==> config.mk <==
export PLATFORM = sky130hd
export DESIGN_NAME = spi_save_memory_sequencer
export DESIGN_NICKNAME = d
export VERILOG_FILES = /design/src/sssq_pkg.sv /design/src/spi_save_memory_sequencer.sv /design/src/sssq_front.sv /design/src/sssq_queue.sv /design/src/sssq_back.sv
export SDC_FILE = /design/constraint.sdc
export NUM_CORES = 1
export LEC_CHECK = 0
export BUFFER_PORTS_ARGS = -buffer_cell sky130_fd_sc_hd__clkbuf_2
export CAP_MARGIN = 0
export CORE_AREA = 2 2 173 175
export CTS_CLUSTER_SIZE = 28
export DETAILED_ROUTE_END_ITERATION = 7
export DIE_AREA = 0 0 175 177
export PLACE_DENSITY = 0.73
export SLEW_MARGIN = 0
export SYNTH_ARGS = -nofsm -noshare
export SYNTH_HDL_FRONTEND = slang
export SYNTH_SLANG_ARGS = --single-unit
==> constraint.sdc <==
create_clock -name aclk -period 7.6 [get_ports aclk]
set_clock_uncertainty 0.15 [all_clocks]
set_input_delay 0.76 -clock aclk [delete_from_list [all_inputs] [get_ports aclk]]
set_output_delay 0.76 -clock aclk [all_outputs]
set_load 0.1 [all_outputs]
==> src/sssq_pkg.sv <==
// Package: shared types and constants for the SPI save-memory sequencer.
package sssq_pkg;

    typedef enum logic [1:0] {
        PH_IDLE  = 2'd0,
        PH_READ  = 2'd1,
        PH_WDATA = 2'd2,
        PH_POLL  = 2'd3
    } phase_t;

    typedef enum logic [1:0] {
        OP_NONE  = 2'd0,
        OP_READ  = 2'd1,
        OP_WRITE = 2'd2,
        OP_ERASE = 2'd3
    } oper_t;

    localparam logic [2:0] REQ_READ  = 3'd0;
    localparam logic [2:0] REQ_WRITE = 3'd1;
    localparam logic [2:0] REQ_DATA  = 3'd2;
    localparam logic [2:0] REQ_RESP  = 3'd3;
    localparam logic [2:0] REQ_ERASE = 3'd4;

    localparam logic [1:0] ST_OK    = 2'd0;
    localparam logic [1:0] ST_NOMEM = 2'd1;
    localparam logic [1:0] ST_BUSY  = 2'd2;

    localparam logic [1:0] FE_KEEP  = 2'd0;
    localparam logic [1:0] FE_REL   = 2'd1;
    localparam logic [1:0] FE_CLOSE = 2'd2;

    localparam logic [1:0] KIND_NONE  = 2'd0;
    localparam logic [1:0] KIND_SMALL = 2'd1;
    localparam logic [1:0] KIND_FLASH = 2'd3;

    localparam logic [7:0] CMD_READ  = 8'h03;
    localparam logic [7:0] CMD_WRITE = 8'h02;
    localparam logic [7:0] CMD_WREN  = 8'h06;
    localparam logic [7:0] CMD_RDSR  = 8'h05;
    localparam logic [7:0] CMD_SE    = 8'hd8;

    localparam int MAX_RES = 7;
    localparam int RES_W   = 3;

    // one result item
    typedef struct packed {
        logic       last;
        logic [1:0] status;
        logic       done_res;
        logic [7:0] rd_byte;
        logic       rd_valid;
        logic       expect_rx;
        logic [1:0] frame_end;
        logic       frame_start;
        logic [7:0] tx_byte;
        logic       tx_valid;
    } res_t;

    // a classified item: up to seven results
    typedef struct packed {
        logic [RES_W-1:0] count;
        res_t [MAX_RES-1:0] res;
    } batch_t;

endpackage

==> src/spi_save_memory_sequencer.sv <==
// Top level of the SPI save-memory command sequencer.
// Usage:
//  s_* channel: one request per transaction. tdata = {data_byte, byte_count,
//   start_address, req_type} from bit 0 (51 bits, zero padded to 56).
//  m_* channel: one result per transaction. tdata = tx_valid, tx_byte,
//   frame_start, frame_end, expect_rx, rd_valid, rd_byte, done_res, status
//   from bit 0 (25 bits, padded to 32); tlast marks the last result of a
//   request.
//  cfg_*: memory_kind write, always accepted; used by the next request taken.
// Path: with the queue and output empty, an accepted request is written to the
//  batch queue, and its first result is then loaded into the output register.
// Throughput: the front end classifies one request per cycle while the queue
//  has room, into a batch of one to seven results; the back end sends one
//  result per cycle while m_tready is high, up to seven per request.
//  A two-entry batch queue lets the front take requests while the back drains.
// Reset: kind 0, sequencer idle, queue empty, no output valid.
// Stall: with m_tready low the output register holds; once the queue fills,
//  s_tready drops until the back end frees an entry.
module spi_save_memory_sequencer #(
    parameter int ADDR_WIDTH  = 24,
    parameter int COUNT_WIDTH = 16
) (
    input  logic        aclk,
    input  logic        aresetn,
    input  logic        s_tvalid,
    output logic        s_tready,
    input  logic [55:0] s_tdata,   // req_type, start_address, byte_count, data_byte
    input  logic        cfg_valid,
    output logic        cfg_ready,
    input  logic [1:0]  cfg_data,  // memory_kind
    output logic        m_tvalid,
    input  logic        m_tready,
    // tx_valid, tx_byte, frame_start, frame_end, expect_rx, rd_valid, rd_byte,
    // done_res, status
    output logic [31:0] m_tdata,
    output logic        m_tlast
);
    logic [1:0]       kind_reg;
    logic             in_fire, q_full, q_empty, q_pop;
    sssq_pkg::batch_t batch, q_data;
    sssq_pkg::res_t   res;

    always_ff @(posedge aclk) begin
        if (!aresetn) kind_reg <= sssq_pkg::KIND_NONE;
        else if (cfg_valid) kind_reg <= cfg_data;
    end
    assign cfg_ready = 1'b1;

    assign s_tready = !q_full;
    assign in_fire  = s_tvalid && s_tready;

    sssq_front #(.ADDR_WIDTH(ADDR_WIDTH), .COUNT_WIDTH(COUNT_WIDTH)) u_front (
        .aclk, .aresetn, .kind(kind_reg), .in_fire,
        .req_type(s_tdata[2:0]), .start_address(s_tdata[26:3]),
        .byte_count(s_tdata[42:27]), .data_byte(s_tdata[50:43]), .batch
    );

    sssq_queue u_queue (
        .aclk, .aresetn, .wr_en(in_fire), .wr_data(batch), .full(q_full),
        .rd_en(q_pop), .empty(q_empty), .rd_data(q_data)
    );

    sssq_back u_back (
        .aclk, .aresetn, .q_empty, .q_data, .q_pop,
        .m_valid(m_tvalid), .m_res(res), .m_ready(m_tready)
    );

    assign m_tdata = {7'd0, res.status, res.done_res, res.rd_byte, res.rd_valid,
                      res.expect_rx, res.frame_end, res.frame_start, res.tx_byte,
                      res.tx_valid};
    assign m_tlast = res.last;
endmodule

==> src/sssq_front.sv <==
// Front end: classifies an item against sequencer state and builds its result batch.
module sssq_front #(
    parameter int ADDR_WIDTH  = 24,
    parameter int COUNT_WIDTH = 16
) (
    input  logic                  aclk,
    input  logic                  aresetn,
    input  logic [1:0]            kind,
    input  logic                  in_fire,
    input  logic [2:0]            req_type,
    input  logic [23:0]           start_address,
    input  logic [15:0]           byte_count,
    input  logic [7:0]            data_byte,
    output sssq_pkg::batch_t      batch
);
    localparam logic [ADDR_WIDTH-1:0]  AONE = {{(ADDR_WIDTH-1){1'b0}}, 1'b1};
    localparam logic [COUNT_WIDTH-1:0] CONE = {{(COUNT_WIDTH-1){1'b0}}, 1'b1};
    localparam logic [COUNT_WIDTH-1:0] CZERO = '0;

    sssq_pkg::phase_t phase_reg, phase_next;
    sssq_pkg::oper_t  oper_reg, oper_next;
    logic [ADDR_WIDTH-1:0]  addr_reg, addr_next;
    logic [COUNT_WIDTH-1:0] left_reg, left_next;
    logic [8:0]             fill_reg, fill_next;

    logic [ADDR_WIDTH-1:0]  in_addr;
    logic [COUNT_WIDTH-1:0] in_cnt;
    logic [23:0]            a24;
    logic [8:0]             csize;
    logic                   wend;

    always_ff @(posedge aclk) begin
        if (!aresetn) begin
            phase_reg <= sssq_pkg::PH_IDLE;
            oper_reg  <= sssq_pkg::OP_NONE;
            addr_reg  <= '0;
            left_reg  <= '0;
            fill_reg  <= '0;
        end else if (in_fire) begin
            phase_reg <= phase_next;
            oper_reg  <= oper_next;
            addr_reg  <= addr_next;
            left_reg  <= left_next;
            fill_reg  <= fill_next;
        end
    end

    always_comb begin
        sssq_pkg::res_t r;
        logic [2:0] n;
        logic [ADDR_WIDTH-1:0] ca;
        r = '0;
        n = '0;
        ca = '0;
        batch = '0;
        phase_next = phase_reg;
        oper_next  = oper_reg;
        addr_next  = addr_reg;
        left_next  = left_reg;
        fill_next  = fill_reg;
        in_addr = start_address[ADDR_WIDTH-1:0];
        in_cnt  = byte_count[COUNT_WIDTH-1:0];
        csize = (kind == sssq_pkg::KIND_SMALL) ? 9'd16 :
                (kind == sssq_pkg::KIND_FLASH) ? 9'd256 : 9'd32;
        a24 = '0;
        wend = 1'b0;

        case (req_type)
            sssq_pkg::REQ_READ, sssq_pkg::REQ_WRITE, sssq_pkg::REQ_ERASE: begin
                if (kind == sssq_pkg::KIND_NONE) begin
                    r = '0; r.status = sssq_pkg::ST_NOMEM;
                    batch.res[0] = r; n = 3'd1;
                end else if (phase_reg != sssq_pkg::PH_IDLE ||
                             (req_type == sssq_pkg::REQ_ERASE &&
                              kind != sssq_pkg::KIND_FLASH)) begin
                    r = '0; r.status = sssq_pkg::ST_BUSY;
                    batch.res[0] = r; n = 3'd1;
                end else if (req_type == sssq_pkg::REQ_ERASE) begin
                    r = '0; r.tx_valid = 1'b1; r.tx_byte = sssq_pkg::CMD_WREN;
                    r.frame_start = 1'b1; r.frame_end = sssq_pkg::FE_REL;
                    batch.res[0] = r;
                    r.tx_byte = sssq_pkg::CMD_SE; r.frame_end = sssq_pkg::FE_KEEP;
                    batch.res[1] = r;
                    r.frame_start = 1'b0; r.tx_byte = start_address[7:0];
                    batch.res[2] = r;
                    r.tx_byte = 8'h00;
                    batch.res[3] = r;
                    r.frame_end = sssq_pkg::FE_REL;
                    batch.res[4] = r;
                    r.frame_end = sssq_pkg::FE_KEEP; r.frame_start = 1'b1;
                    r.tx_byte = sssq_pkg::CMD_RDSR;
                    batch.res[5] = r;
                    r.frame_start = 1'b0; r.tx_byte = 8'h00; r.expect_rx = 1'b1;
                    batch.res[6] = r;
                    n = 3'd7;
                    oper_next = sssq_pkg::OP_ERASE;
                    left_next = '0;
                    phase_next = sssq_pkg::PH_POLL;
                end else if (req_type == sssq_pkg::REQ_WRITE && in_cnt == CZERO) begin
                    r = '0; r.done_res = 1'b1;
                    batch.res[0] = r; n = 3'd1;
                end else begin
                    ca = in_addr;
                    a24 = 24'(ca);
                    addr_next = in_addr;
                    left_next = in_cnt;
                    if (req_type == sssq_pkg::REQ_WRITE) begin
                        r = '0; r.tx_valid = 1'b1; r.tx_byte = sssq_pkg::CMD_WREN;
                        r.frame_start = 1'b1; r.frame_end = sssq_pkg::FE_REL;
                        batch.res[0] = r;
                        n = 3'd1;
                    end
                    r = '0; r.tx_valid = 1'b1; r.frame_start = 1'b1;
                    r.tx_byte = (req_type == sssq_pkg::REQ_WRITE) ?
                                sssq_pkg::CMD_WRITE : sssq_pkg::CMD_READ;
                    if (kind == sssq_pkg::KIND_SMALL)
                        r.tx_byte[3] = a24[8];
                    batch.res[n] = r; n = n + 3'd1;
                    r.frame_start = 1'b0;
                    if (kind == sssq_pkg::KIND_FLASH) begin
                        r.tx_byte = a24[23:16];
                        batch.res[n] = r; n = n + 3'd1;
                    end
                    if (kind != sssq_pkg::KIND_SMALL) begin
                        r.tx_byte = a24[15:8];
                        batch.res[n] = r; n = n + 3'd1;
                    end
                    r.tx_byte = a24[7:0];
                    if (req_type == sssq_pkg::REQ_READ && in_cnt == CZERO) begin
                        r.frame_end = sssq_pkg::FE_CLOSE; r.done_res = 1'b1;
                        batch.res[n] = r; n = n + 3'd1;
                    end else begin
                        batch.res[n] = r; n = n + 3'd1;
                        if (req_type == sssq_pkg::REQ_READ) begin
                            r = '0; r.tx_valid = 1'b1; r.expect_rx = 1'b1;
                            r.frame_end = (in_cnt == CONE) ? sssq_pkg::FE_CLOSE
                                                          : sssq_pkg::FE_KEEP;
                            batch.res[n] = r; n = n + 3'd1;
                            oper_next = sssq_pkg::OP_READ;
                            phase_next = sssq_pkg::PH_READ;
                        end else begin
                            oper_next = sssq_pkg::OP_WRITE;
                            fill_next = '0;
                            phase_next = sssq_pkg::PH_WDATA;
                        end
                    end
                end
            end
            sssq_pkg::REQ_DATA: begin
                if (phase_reg != sssq_pkg::PH_WDATA) begin
                    r = '0; r.status = sssq_pkg::ST_BUSY;
                    batch.res[0] = r; n = 3'd1;
                end else begin
                    addr_next = addr_reg + AONE;
                    left_next = left_reg - CONE;
                    fill_next = fill_reg + 9'd1;
                    wend = (fill_next >= csize) || (left_next == CZERO);
                    r = '0; r.tx_valid = 1'b1; r.tx_byte = data_byte;
                    r.frame_end = wend ? sssq_pkg::FE_REL : sssq_pkg::FE_KEEP;
                    batch.res[0] = r; n = 3'd1;
                    if (wend) begin
                        r = '0; r.tx_valid = 1'b1; r.tx_byte = sssq_pkg::CMD_RDSR;
                        r.frame_start = 1'b1;
                        batch.res[1] = r;
                        r.frame_start = 1'b0; r.tx_byte = 8'h00; r.expect_rx = 1'b1;
                        batch.res[2] = r;
                        n = 3'd3;
                        phase_next = sssq_pkg::PH_POLL;
                    end
                end
            end
            sssq_pkg::REQ_RESP: begin
                if (phase_reg == sssq_pkg::PH_READ) begin
                    left_next = left_reg - CONE;
                    r = '0; r.rd_valid = 1'b1; r.rd_byte = data_byte;
                    if (left_next == CZERO) begin
                        r.done_res = 1'b1;
                        phase_next = sssq_pkg::PH_IDLE;
                        oper_next = sssq_pkg::OP_NONE;
                    end else begin
                        r.tx_valid = 1'b1; r.expect_rx = 1'b1;
                        r.frame_end = (left_next == CONE) ? sssq_pkg::FE_CLOSE
                                                         : sssq_pkg::FE_KEEP;
                    end
                    batch.res[0] = r; n = 3'd1;
                end else if (phase_reg == sssq_pkg::PH_POLL) begin
                    if (data_byte[0]) begin
                        r = '0; r.tx_valid = 1'b1; r.expect_rx = 1'b1;
                        batch.res[0] = r; n = 3'd1;
                    end else if (oper_reg == sssq_pkg::OP_WRITE && left_reg != CZERO) begin
                        // next chunk: close poll, then write-enable and header
                        a24 = 24'(addr_reg);
                        r = '0; r.frame_end = sssq_pkg::FE_CLOSE;
                        batch.res[0] = r;
                        r = '0; r.tx_valid = 1'b1; r.tx_byte = sssq_pkg::CMD_WREN;
                        r.frame_start = 1'b1; r.frame_end = sssq_pkg::FE_REL;
                        batch.res[1] = r;
                        r.frame_end = sssq_pkg::FE_KEEP; r.tx_byte = sssq_pkg::CMD_WRITE;
                        if (kind == sssq_pkg::KIND_SMALL)
                            r.tx_byte[3] = a24[8];
                        batch.res[2] = r;
                        n = 3'd3;
                        r.frame_start = 1'b0;
                        if (kind == sssq_pkg::KIND_FLASH) begin
                            r.tx_byte = a24[23:16];
                            batch.res[n] = r; n = n + 3'd1;
                        end
                        if (kind != sssq_pkg::KIND_SMALL) begin
                            r.tx_byte = a24[15:8];
                            batch.res[n] = r; n = n + 3'd1;
                        end
                        r.tx_byte = a24[7:0];
                        batch.res[n] = r; n = n + 3'd1;
                        fill_next = '0;
                        phase_next = sssq_pkg::PH_WDATA;
                    end else begin
                        r = '0; r.frame_end = sssq_pkg::FE_CLOSE; r.done_res = 1'b1;
                        batch.res[0] = r; n = 3'd1;
                        phase_next = sssq_pkg::PH_IDLE;
                        oper_next = sssq_pkg::OP_NONE;
                        fill_next = '0;
                    end
                end else begin
                    r = '0; r.status = sssq_pkg::ST_BUSY;
                    batch.res[0] = r; n = 3'd1;
                end
            end
            default: begin
                r = '0; r.status = sssq_pkg::ST_BUSY;
                batch.res[0] = r; n = 3'd1;
            end
        endcase
        batch.res[n - 3'd1].last = 1'b1;
        batch.count = n;
    end
endmodule

==> src/sssq_queue.sv <==
// Two-entry batch queue between front and back ends.
module sssq_queue (
    input  logic             aclk,
    input  logic             aresetn,
    input  logic             wr_en,
    input  sssq_pkg::batch_t wr_data,
    output logic             full,
    input  logic             rd_en,
    output logic             empty,
    output sssq_pkg::batch_t rd_data
);
    sssq_pkg::batch_t mem_reg [2];
    logic       wp_reg, rp_reg;
    logic [1:0] cnt_reg;

    always_ff @(posedge aclk) begin
        if (wr_en) mem_reg[wp_reg] <= wr_data;
    end

    always_ff @(posedge aclk) begin
        if (!aresetn) begin
            wp_reg  <= 1'b0;
            rp_reg  <= 1'b0;
            cnt_reg <= '0;
        end else begin
            if (wr_en) wp_reg <= ~wp_reg;
            if (rd_en) rp_reg <= ~rp_reg;
            cnt_reg <= cnt_reg + {1'b0, wr_en} - {1'b0, rd_en};
        end
    end

    assign full    = cnt_reg[1];
    assign empty   = (cnt_reg == 2'd0);
    assign rd_data = mem_reg[rp_reg];
endmodule

==> src/sssq_back.sv <==
// Back end: plays a batch out one result per transaction through an output register.
module sssq_back (
    input  logic             aclk,
    input  logic             aresetn,
    input  logic             q_empty,
    input  sssq_pkg::batch_t q_data,
    output logic             q_pop,
    output logic             m_valid,
    output sssq_pkg::res_t   m_res,
    input  logic             m_ready
);
    logic [sssq_pkg::RES_W-1:0] idx_reg;
    logic                       vld_reg;
    sssq_pkg::res_t             out_reg;
    logic                       load;

    assign load  = !q_empty && (!vld_reg || m_ready);
    assign q_pop = load && (idx_reg == q_data.count - 3'd1);

    always_ff @(posedge aclk) begin
        if (!aresetn) begin
            idx_reg <= '0;
            vld_reg <= 1'b0;
        end else begin
            if (load) begin
                vld_reg <= 1'b1;
                idx_reg <= q_pop ? '0 : idx_reg + 3'd1;
            end else if (m_ready) begin
                vld_reg <= 1'b0;
            end
        end
    end

    always_ff @(posedge aclk) begin
        if (load) out_reg <= q_data.res[idx_reg];
    end

    assign m_valid = vld_reg;
    assign m_res   = out_reg;
endmodule

# Word-level counts from Yosys, hierarchy flattened
# Memory sizes are Yosys's and may differ from the RTL's. A register that Yosys moved wholly into a read port is not among the register bits.
# Index checks and enable logic that the tools add are counted.
[word_totals]
inputBits = 63
n_memories = 1
wordCells = 322
ram_bits = 370
ff_bits = 89
output_inout_bits = 36
[memory_table]
columns = ["name", "depth", "width", "read_ports", "rd_clocked_by_memory_dff", "write_ports", "line_no", "text"]
rows = [
  ["u_queue.mem_reg", 2, 185, 1, 1, 1, "sssq_queue.sv:12", "sssq_pkg::batch_t mem_reg [2];"],
]
[op_classes]
reduce_logical = 38
add_sub_neg = 15
n_mux = 194
n_eq_ne = 33
order_cmp = 18
bitwise_logic = 2
[ops]
columns = ["cell", "n"]
rows = [
  ["two-way mux 182 bit", 21],
  ["bitwise mux 182 bit", 9],
  ["two-way mux 156 bit", 7],
  ["two-way mux 26 bit", 26],
  ["demux 26 bit (select 3 bit)", 8],
  ["case mux 104 bit (2 select lines)", 1],
  ["case mux 52 bit (3 select lines)", 1],
  ["two-way mux 3 bit", 41],
  ["two-way mux 24 bit", 5],
  ["two-way mux 9 bit", 13],
  ["two-way mux 16 bit", 6],
  ["binary-select mux 26 bit (select 3 bit)", 1],
  ["case mux 26 bit (3 select lines)", 1],
  ["two-way mux 52 bit", 1],
  ["case mux 16 bit (3 select lines)", 1],
  ["case mux 24 bit (2 select lines)", 1],
  ["two-way mux 2 bit", 21],
  ["two-way mux 39 bit", 1],
  ["< comparator 3 x 4 -> 1 bit, second input constant", 9],
  ["== test 16 x 1 -> 1 bit, second input constant", 2],
  ["logical NOT 16 bit", 2],
  ["case mux 9 bit (3 select lines)", 1],
  ["two-way mux 25 bit", 1],
  ["adder 24 x 1 -> 24 bit, second input constant", 1],
  ["37 further kinds", 119],
]

# Logic depth before layout (Yosys ltp)
# Gate-level depths: netlist (run 1).
[logic_depth]
depth_word = 37
mapped_depth = 16
mapped_depth_nobuf = 13

# Cells and area by module
# From an unflattened synthesis (run 1), not the netlist that was laid out.
[hier_totals]
hier_cells = 1822
area_unflattened_um2 = 23258.6
[by_module_without_submodules]
columns = ["module", "area_per_inst_um2", "cells_each", "n_inst", "seq_area_each_um2"]
rows = [
  ["sssq_queue", 14193.6, 596, 1, 11210.8],
  ["sssq_front", 6448.7, 977, 1, 1061.0],
  ["sssq_back", 2466.1, 231, 1, 860.8],
  ["spi_save_memory_sequencer", 150.1, 18, 1, 40.0],
]

# Least setup slack after synthesis (run 1)
# No wires, ideal clock.
[synth_timing]
path_kind = "input -> register"
start = "in s_tvalid"
end = "mem u_queue.mem_reg[0][0] (netlist name) (enable)"
n_path_buf = 0
setup_slack_ns = 0.880
t_required_ns = 6.855
t_arrival_ns = 5.975
stages = 2
setup_time_ns = 0.595
path_cell_list = "nor2b_1 -> nor2b_1"
[synth_between]
elab_chain_cells = 3
[synth_rtl]
columns = ["item", "line_no", "text"]
rows = [
  ["start: declaration", "spi_save_memory_sequencer.sv:25", "input logic s_tvalid,"],
  ["logical AND 1 bit", "spi_save_memory_sequencer.sv:50", "assign in_fire = s_tvalid && s_tready;"],
  ["two-way mux 1 bit", "sssq_queue.sv:17", "if (wr_en) mem_reg[wp_reg] <= wr_data;"],
  ["two-way mux 1 bit (not written as such)", "sssq_queue.sv:17", ""],
  ["end: declaration", "sssq_queue.sv:12", ""],
]
# No other way between the ends.

==> out/results.tsv, run 1 <==
metric	value	unit
status	finished, final reports clean	
setup tns final	0	ps
register area share after synthesis	55.02	%
CP endpoint	u_queue.mem_reg[1][181]	
Power, Total	0.005760	W
Cell Chain, Critical Path	and2_1 > inv_1 > ha_1 > inv_1 > ha_1 > and4_1 > a221oi_1 > a31oi_1 > o31a_1 > nor3b_1 > ha_1 > xor2_2 > nor3b_2	
PortBufs	85	
Critical R2R Launch	kind_reg[0]	
DP Cell Count	1796	
CP max stage cell	dfxtp_1	
CORE AREA	0.02924	mm^2
most frequent cells in the layout	248 x edfxtp_1, 133 x nand2_1, 115 x nor2_1	
Worst EP arrival	5410	ps
routed vias	11770	
Worst path max stage delay	920	ps
nets	1526	
Syn Area/Cell	11.36	um^2
met1 wire length	17.20	mm
Post-synth EDFFs	248	
CP required	7810	ps
clk buf depth	3	
CP startpoint	kind_reg[0]	
met3 wire len	3.820	mm
hold crit path type	reg2reg	
LEAKAGE	6.042	nW
setup bufs post-CTS	0	
Final setup violation count	0	
total gr overflow	0	
P&R area growth vs syn	10.67	%
Final Max Tran Viols	0	
cell taking the most area after synthesis	edfxtp_1	
Peak VDD IR	0.1532	mV
Seq cells post-synth	312	
RSZ-0062 raised after global routing	false	
HPWL after DPL	27.73	mm
row cnt	63	
post_cts resized	0	
r2r setup slk	2410	ps
Hold Vio Cnt, Final	0	
Top Metal Used	met4	
count of non-filler cells in the finished layout	1857	
most common cell after layout, fill and taps aside	edfxtp_1	
Clock Sink Count	312	
gr usage total	26.44	%
initial antenna violation count	1	
io pins	99	
Initial Util	54.25	%
critical path class	reg2reg	
fraction of layout cells with a size suffix above 1	15.42	%
total wire length	40.52	mm
pin count of the biggest net entering global routing	64	
Critical R2R Capture	u_queue.mem_reg[1][181]	
Final ANT Viol Nets	0	
Syn Inst Count	1397	
Worst setup EP type	register	
mapped cell area	0.01586	mm^2
DR vias/cell	6.339	
Met2 Routed Length	18.55	mm
max-cap violations	0	
Die H	177	um
Synth Flop Type	edfxtp_1	
latest clock arrival within the worst-skew pair	520	ps
CTS Root Cell	clkbuf_16	
final cell utilization of the core	60.04	%
die area	0.03098	mm^2
top cell type's share of synthesized area	46.94	%
H-tree levels	2	
max FFs per register	222	
startpoint type of the worst setup path	register	
drt pass-1 iters	8	
iteration-0 DRC count of the detailed router	1607	
Area contributors post-synth	edfxtp_1 47%, dfxtp_1 8.1%, mux4_2 5.7%	
clk slew on worst S/H paths	60	ps
clock period minus final worst setup slack	5192	ps
routed len/inst	21.82	um
crit path max fanout	31	
Post-synth ARST share	0	%
final worst path period share	68.31	%
most frequent CP cell	ha_1	
highest clock rate	0.1926	GHz
R2R cell count	13	
Rel. slew slack	29.77	%
CTS tree	done	
hold buffers post-CTS	0	
CTS buffer count	34	
Distinct cells, synth	85	
slew of the pin with the lowest slew margin	1052	ps
DR DRC count	0	
first-pass GRT wire length	63.39	mm
Cell Pwr Density	328.1	mW/mm^2
Die X	175	um
DP Area	0.01647	mm^2
post-route design area	0.01756	mm^2
RePlAce Congestion	0.9509	
vias in the first global route	11150	
Yosys warnings	0	
## power breakdown
part / internal [W] / switching, W
Sequential: 0.00222 / 0.000134
Combinational: 0.000517 / 0.00126
Clock: 0.000963 / 0.000666
Total: 0.00370 / 0.00206
## cells in the mapped netlist, types with 14 or more instances
cell	instances
nor2b_1	19
and2_1	26
nand3_1	32
a22oi_1	33
buf_2	19
a22o_1	15
mux4_2	40
o21ai_0	101
a31oi_1	22
a21oi_1	67
mux2i_1	60
nor3_1	38
ha_1	21
clkbuf_1	60
nor4_1	15
inv_1	27
nor2_1	116
edfxtp_1	248
o22ai_1	14
nand2_1	133
dfxtp_1	64
## per-stage QoR
stage / setup WS (ps) / hold WS, ps
3_5_place_dp: 2514 / 310.4
3_3_place_gp: 2724 / 298.4
5_1_grt: 2175 / 336.2
2_1_floorplan: 879.8 / 283.4
6_report: 2408 / 320.6
4_1_cts: 2505 / 319.3
## how the worst min path moves through the flow
stage / from / endpoint / cells after the start
after floorplan: u_front.oper_reg[0] / u_front.oper_reg[0] / 2
after global placement: u_front.oper_reg[0] / u_front.oper_reg[0] / 2
after detailed placement: u_front.oper_reg[0] / u_front.oper_reg[0] / 2
after CTS: cfg_data[0] / kind_reg[0] / 3
after global routing: u_front.oper_reg[0] / u_front.oper_reg[0] / 2
final: u_front.oper_reg[0] / u_front.oper_reg[0] / 2
## cell families after synthesis
kind of cell / share of synthesized area (%)
muxes: 9.677
and+or+nand+nor: 14.63
adders and majority gates: 1.656
other: 0.04734
DFF: 55.02
xor gates and xnor gates: 1.372
AOI/OAI and AO/OA: 13.69
buffers and inverters: 3.904
## routing by layer
layer  GRT usage, %  vias to the layer above
met5              0                        -
met3          4.768                       80
li1               -                     5380
met4          6.910                        0
met1          38.10                     5708
met2          41.72                      604
## area by class of cell
class | instances | area [um^2]
fill | 2288 | 11690
sequential | 312 | 8733
multi-input combinational | 959 | 6565
clock buffer | 40 | 873.3
timing repair buffer | 103 | 560.5
tap | 390 | 488.0
clock inverter | 20 | 214.0
inverter | 32 | 120.1
antenna | 1 | 2.502
## worst max-delay path: cells and delay by family, from the launching register on
kind / cells / cell delay, ps
XOR/XNOR: 1 / 290
AND/OR/NAND/NOR: 4 / 1500
AO/OA/AOI/OAI: 3 / 850
adder cells (fa/ha/maj): 3 / 930
flip-flops: 1 / 920
buffers and inverters: 2 / 370
Power figures use the tool's default switching activity.
==> run 2, diff against run 1 <==
--- a/config.mk
+++ b/config.mk
@@ -5,13 +5,14 @@
 export SDC_FILE = /design/constraint.sdc
 export NUM_CORES = 1
 export LEC_CHECK = 0
+export ABC_AREA = 1
 export BUFFER_PORTS_ARGS = -buffer_cell sky130_fd_sc_hd__clkbuf_2
 export CAP_MARGIN = 0
-export CORE_AREA = 2 2 173 175
+export CORE_AREA = 2 2 174 176
 export CTS_CLUSTER_SIZE = 28
 export DETAILED_ROUTE_END_ITERATION = 7
-export DIE_AREA = 0 0 175 177
-export PLACE_DENSITY = 0.73
+export DIE_AREA = 0 0 176 178
+export PLACE_DENSITY = 0.75
 export SLEW_MARGIN = 0
 export SYNTH_ARGS = -nofsm -noshare
 export SYNTH_HDL_FRONTEND = slang
==> constraint.sdc (replaced) <==
create_clock -name aclk -period 4.47 [get_ports aclk]
set_clock_uncertainty 0.15 [all_clocks]
set_input_delay 0.447 -clock aclk [delete_from_list [all_inputs] [get_ports aclk]]
set_output_delay 0.447 -clock aclk [all_outputs]
set_load 0.1 [all_outputs]
==> run 2 against run 1 <==
  * Area after synthesis increased by 0.47%
  * Sequential share of layout area decreased by 0.91 points
  * Critical path depth increased by 3
  * Clock power grew 77%
  * Maximum frequency is 37% higher
==> out/results.tsv, run 2 <==
metric	value	unit
status	finished, final reports clean	
total wire length	46.47	mm
DP Area	0.01673	mm^2
crit path max fanout	15	
Worst EP arrival	3880	ps
most common cell after layout, fill and taps aside	nand2_1	
highest clock rate	0.2642	GHz
Post-synth EDFFs	248	
post-route design area	0.01788	mm^2
Comb pwr share	33.2	%
total gr overflow	0	
Die X	176	um
PortBufs	85	
top-count cell post-synth	nand2_1	
hold buffers post-CTS	0	
clk buf depth	3	
Initial Util	54.21	%
vias in the first global route	12620	
routed vias	13480	
Peak VDD IR	0.4826	mV
gr usage total	29.58	%
fraction of layout cells with a size suffix above 1	12.29	%
area of the multi-input gates	0.006215	mm^2
pin count of the biggest net entering global routing	112	
Final Max Tran Viols	0	
sequential power share	38.7	%
die area	0.03133	mm^2
CTS tree	done	
hold crit path type	in2reg	
Critical R2R Capture	u_queue.mem_reg[1][103]	
Cell Pwr Density	576.5	mW/mm^2
CTS Root Cell	clkbuf_16	
Synth Flop Type	edfxtp_1	
post_cts resized	0	
Yosys warnings	0	
Syn Area/Cell	9.092	um^2
Critical R2R Launch	kind_reg[0]	
clk slew on worst S/H paths	60	ps
final worst path period share	84.67	%
HPWL after DPL	32.93	mm
cell taking the most area after synthesis	edfxtp_1	
register area share after synthesis	54.77	%
Die H	178	um
io pins	99	
R2R cell count	16	
Net Sw Frac	38.80	%
clock group share of total power	28.1	%
Final setup violation count	0	
first-pass GRT wire length	70.39	mm
most frequent CP cell	nand2_1	
Buf/Inv on CP	4	
drt pass-1 iters	6	
RePlAce Congestion	1.008	
clock period minus final worst setup slack	3785	ps
critical path class	reg2reg	
CP required	4560	ps
critical path depth	16	
worst hold margin	23.42	ps
Final Worst Setup Slack	685.3	ps
family with the most delay on the worst path	simple AND/OR/NAND/NOR gates	
LEAKAGE	6.832	nW
CTS buffer count	34	
DR vias/cell	6.025	
most frequent cells in the layout	265 x nand2_1, 248 x edfxtp_1, 246 x nor2_1	
Post-synth ARST share	0	%
Rel. slew slack	41.14	%
latest clock arrival within the worst-skew pair	510	ps
Worst path max stage delay	600	ps
Distinct cells, synth	56	
initial antenna violation count	0	
setup bufs post-CTS	0	
startpoint type of the worst setup path	register	
slew of the pin with the lowest slew margin	882.8	ps
RSZ-0062 raised after global routing	false	
Area contributors post-synth	edfxtp_1 47%, dfxtp_1 8.0%, nand2_1 6.2%	
H-tree levels	2	
NetSw	0.003999	W
Syn Inst Count	1753	
DP Worst Slack	654.2	ps
synth cell count leaders	265 x nand2_1, 248 x edfxtp_1, 248 x nor2_1	
top cell type's share of synthesized area	46.73	%
mapped cell area	0.01594	mm^2
CP max stage cell	dfxtp_1	
Hold Vio Cnt, Final	0	
Int Pwr	0.006309	W
Register Area	0.008732	mm^2
Hold Startpoint	cfg_data[1]	
diode count	0	
Layout fillers	2482	
P&R area growth vs syn	12.19	%
CP startpoint	kind_reg[0]	
Worst setup EP type	register	
CP endpoint	u_queue.mem_reg[1][103]	
r2r setup slk	690	ps
Final ANT Viol Nets	0	
Clock Sink Count	312	
Seq cells post-synth	312	
routed len/inst	20.77	um
nets	1905	
Cell Chain, Critical Path	inv_2 > nor2_4 > inv_2 > ha_1 > inv_1 > ha_1 > nand2_1 > nand3_1 > a21oi_1 > nand2_1 > nand2_1 > nand2_1 > inv_1 > ha_1 > xor2_1 > nor3_1	
iteration-0 DRC count of the detailed router	1779	
row cnt	63	
max-cap violations	0	
CORE AREA	0.02940	mm^2
max FFs per register	222	
DR DRC count	0	
==> run 2: changes by cell type in the layout (fill, tap and decap cells not counted), sizes merged, moves of 19 or more <==
cell / change
nand2: +141
nor2: +140
inv: +138
o21ai: +93
o22ai: +61
mux2i: -57
mux4: -40
a21oi: +29
nand3: +27
and2: -25
a22oi: -22
nor2b: -19
==> run 2: worst register-to-register path, delay by kind of cell (launching register included) <==
kind	cells	cell delay, ps
buffers and inverters	4	530
adders and majority gates	3	740
and+or+nand+nor	7	1080
xor gates and xnor gates	1	240
DFF	1	600
AOI/OAI and AO/OA	1	190
==> run 2: logic make-up after synthesis <==
family	synth area share (%)
adder cells (fa/ha/maj)	1.649
multiplexers	0.1884
XOR/XNOR	1.421
buffers and inverters	6.594
flip-flops	54.77
AO/OA/AOI/OAI	17.67
AND/OR/NAND/NOR	17.66
other	0.04712
==> run 2: final cells by class <==
class                           instances  area share [%]
Clock buffer                           49           5.248
Clock inverter                         13           1.183
Inverter                              177           3.723
Multi-Input combinational cell       1187           34.76
Sequential cell                       312           48.83
Tap cell                              390           2.729
Timing Repair Buffer                  109           3.527
==> run 2: how the worst min path moves through the flow <==
stage / endpoint / slack (ps) / cells past startpoint
after global placement: u_queue.cnt_reg[1] / 290 / 1
after CTS: kind_reg[1] / 10 / 3
final: kind_reg[1] / 20 / 3
after global routing: kind_reg[1] / 70 / 3
after floorplan: u_queue.cnt_reg[1] / 270 / 1
after detailed placement: u_queue.cnt_reg[1] / 300 / 1
==> run 2: power by group through the flow <==
stage	sequential, W	clock [W]	combinational (W)
6_report	0.00399	0.00289	0.00342
5_1_grt	0.00404	0.00303	0.00368
4_1_cts	0.00399	0.00292	0.00341
3_5_place_dp	0.00405	0	0.00340
3_3_place_gp	0.00402	0	0.00335
2_1_floorplan	0.00493	0	0.00165
==> run 2: per-layer routing <==
metal / vias up / global-route usage [%] / part of all wire, %
li1: 6283 / - / -
met1: 6291 / 40.42 / 40
met2: 794 / 46.93 / 45
met3: 111 / 5.648 / 11
met4: 0 / 11.81 / 4.0
met5: - / 0 / 0
==> run 2: metrics by stage <==
stage                     power [W]  instances  util, %  TNS (ps)
after CTS                   0.01032       2237    60.82         0
after detailed placement   0.007447       2175    56.90         0
after global routing        0.01075       2237    60.82         0
after global placement     0.007370       2175    56.90         0
final                       0.01031       2237    60.82         0
after floorplan            0.006588       1761        -    -55810
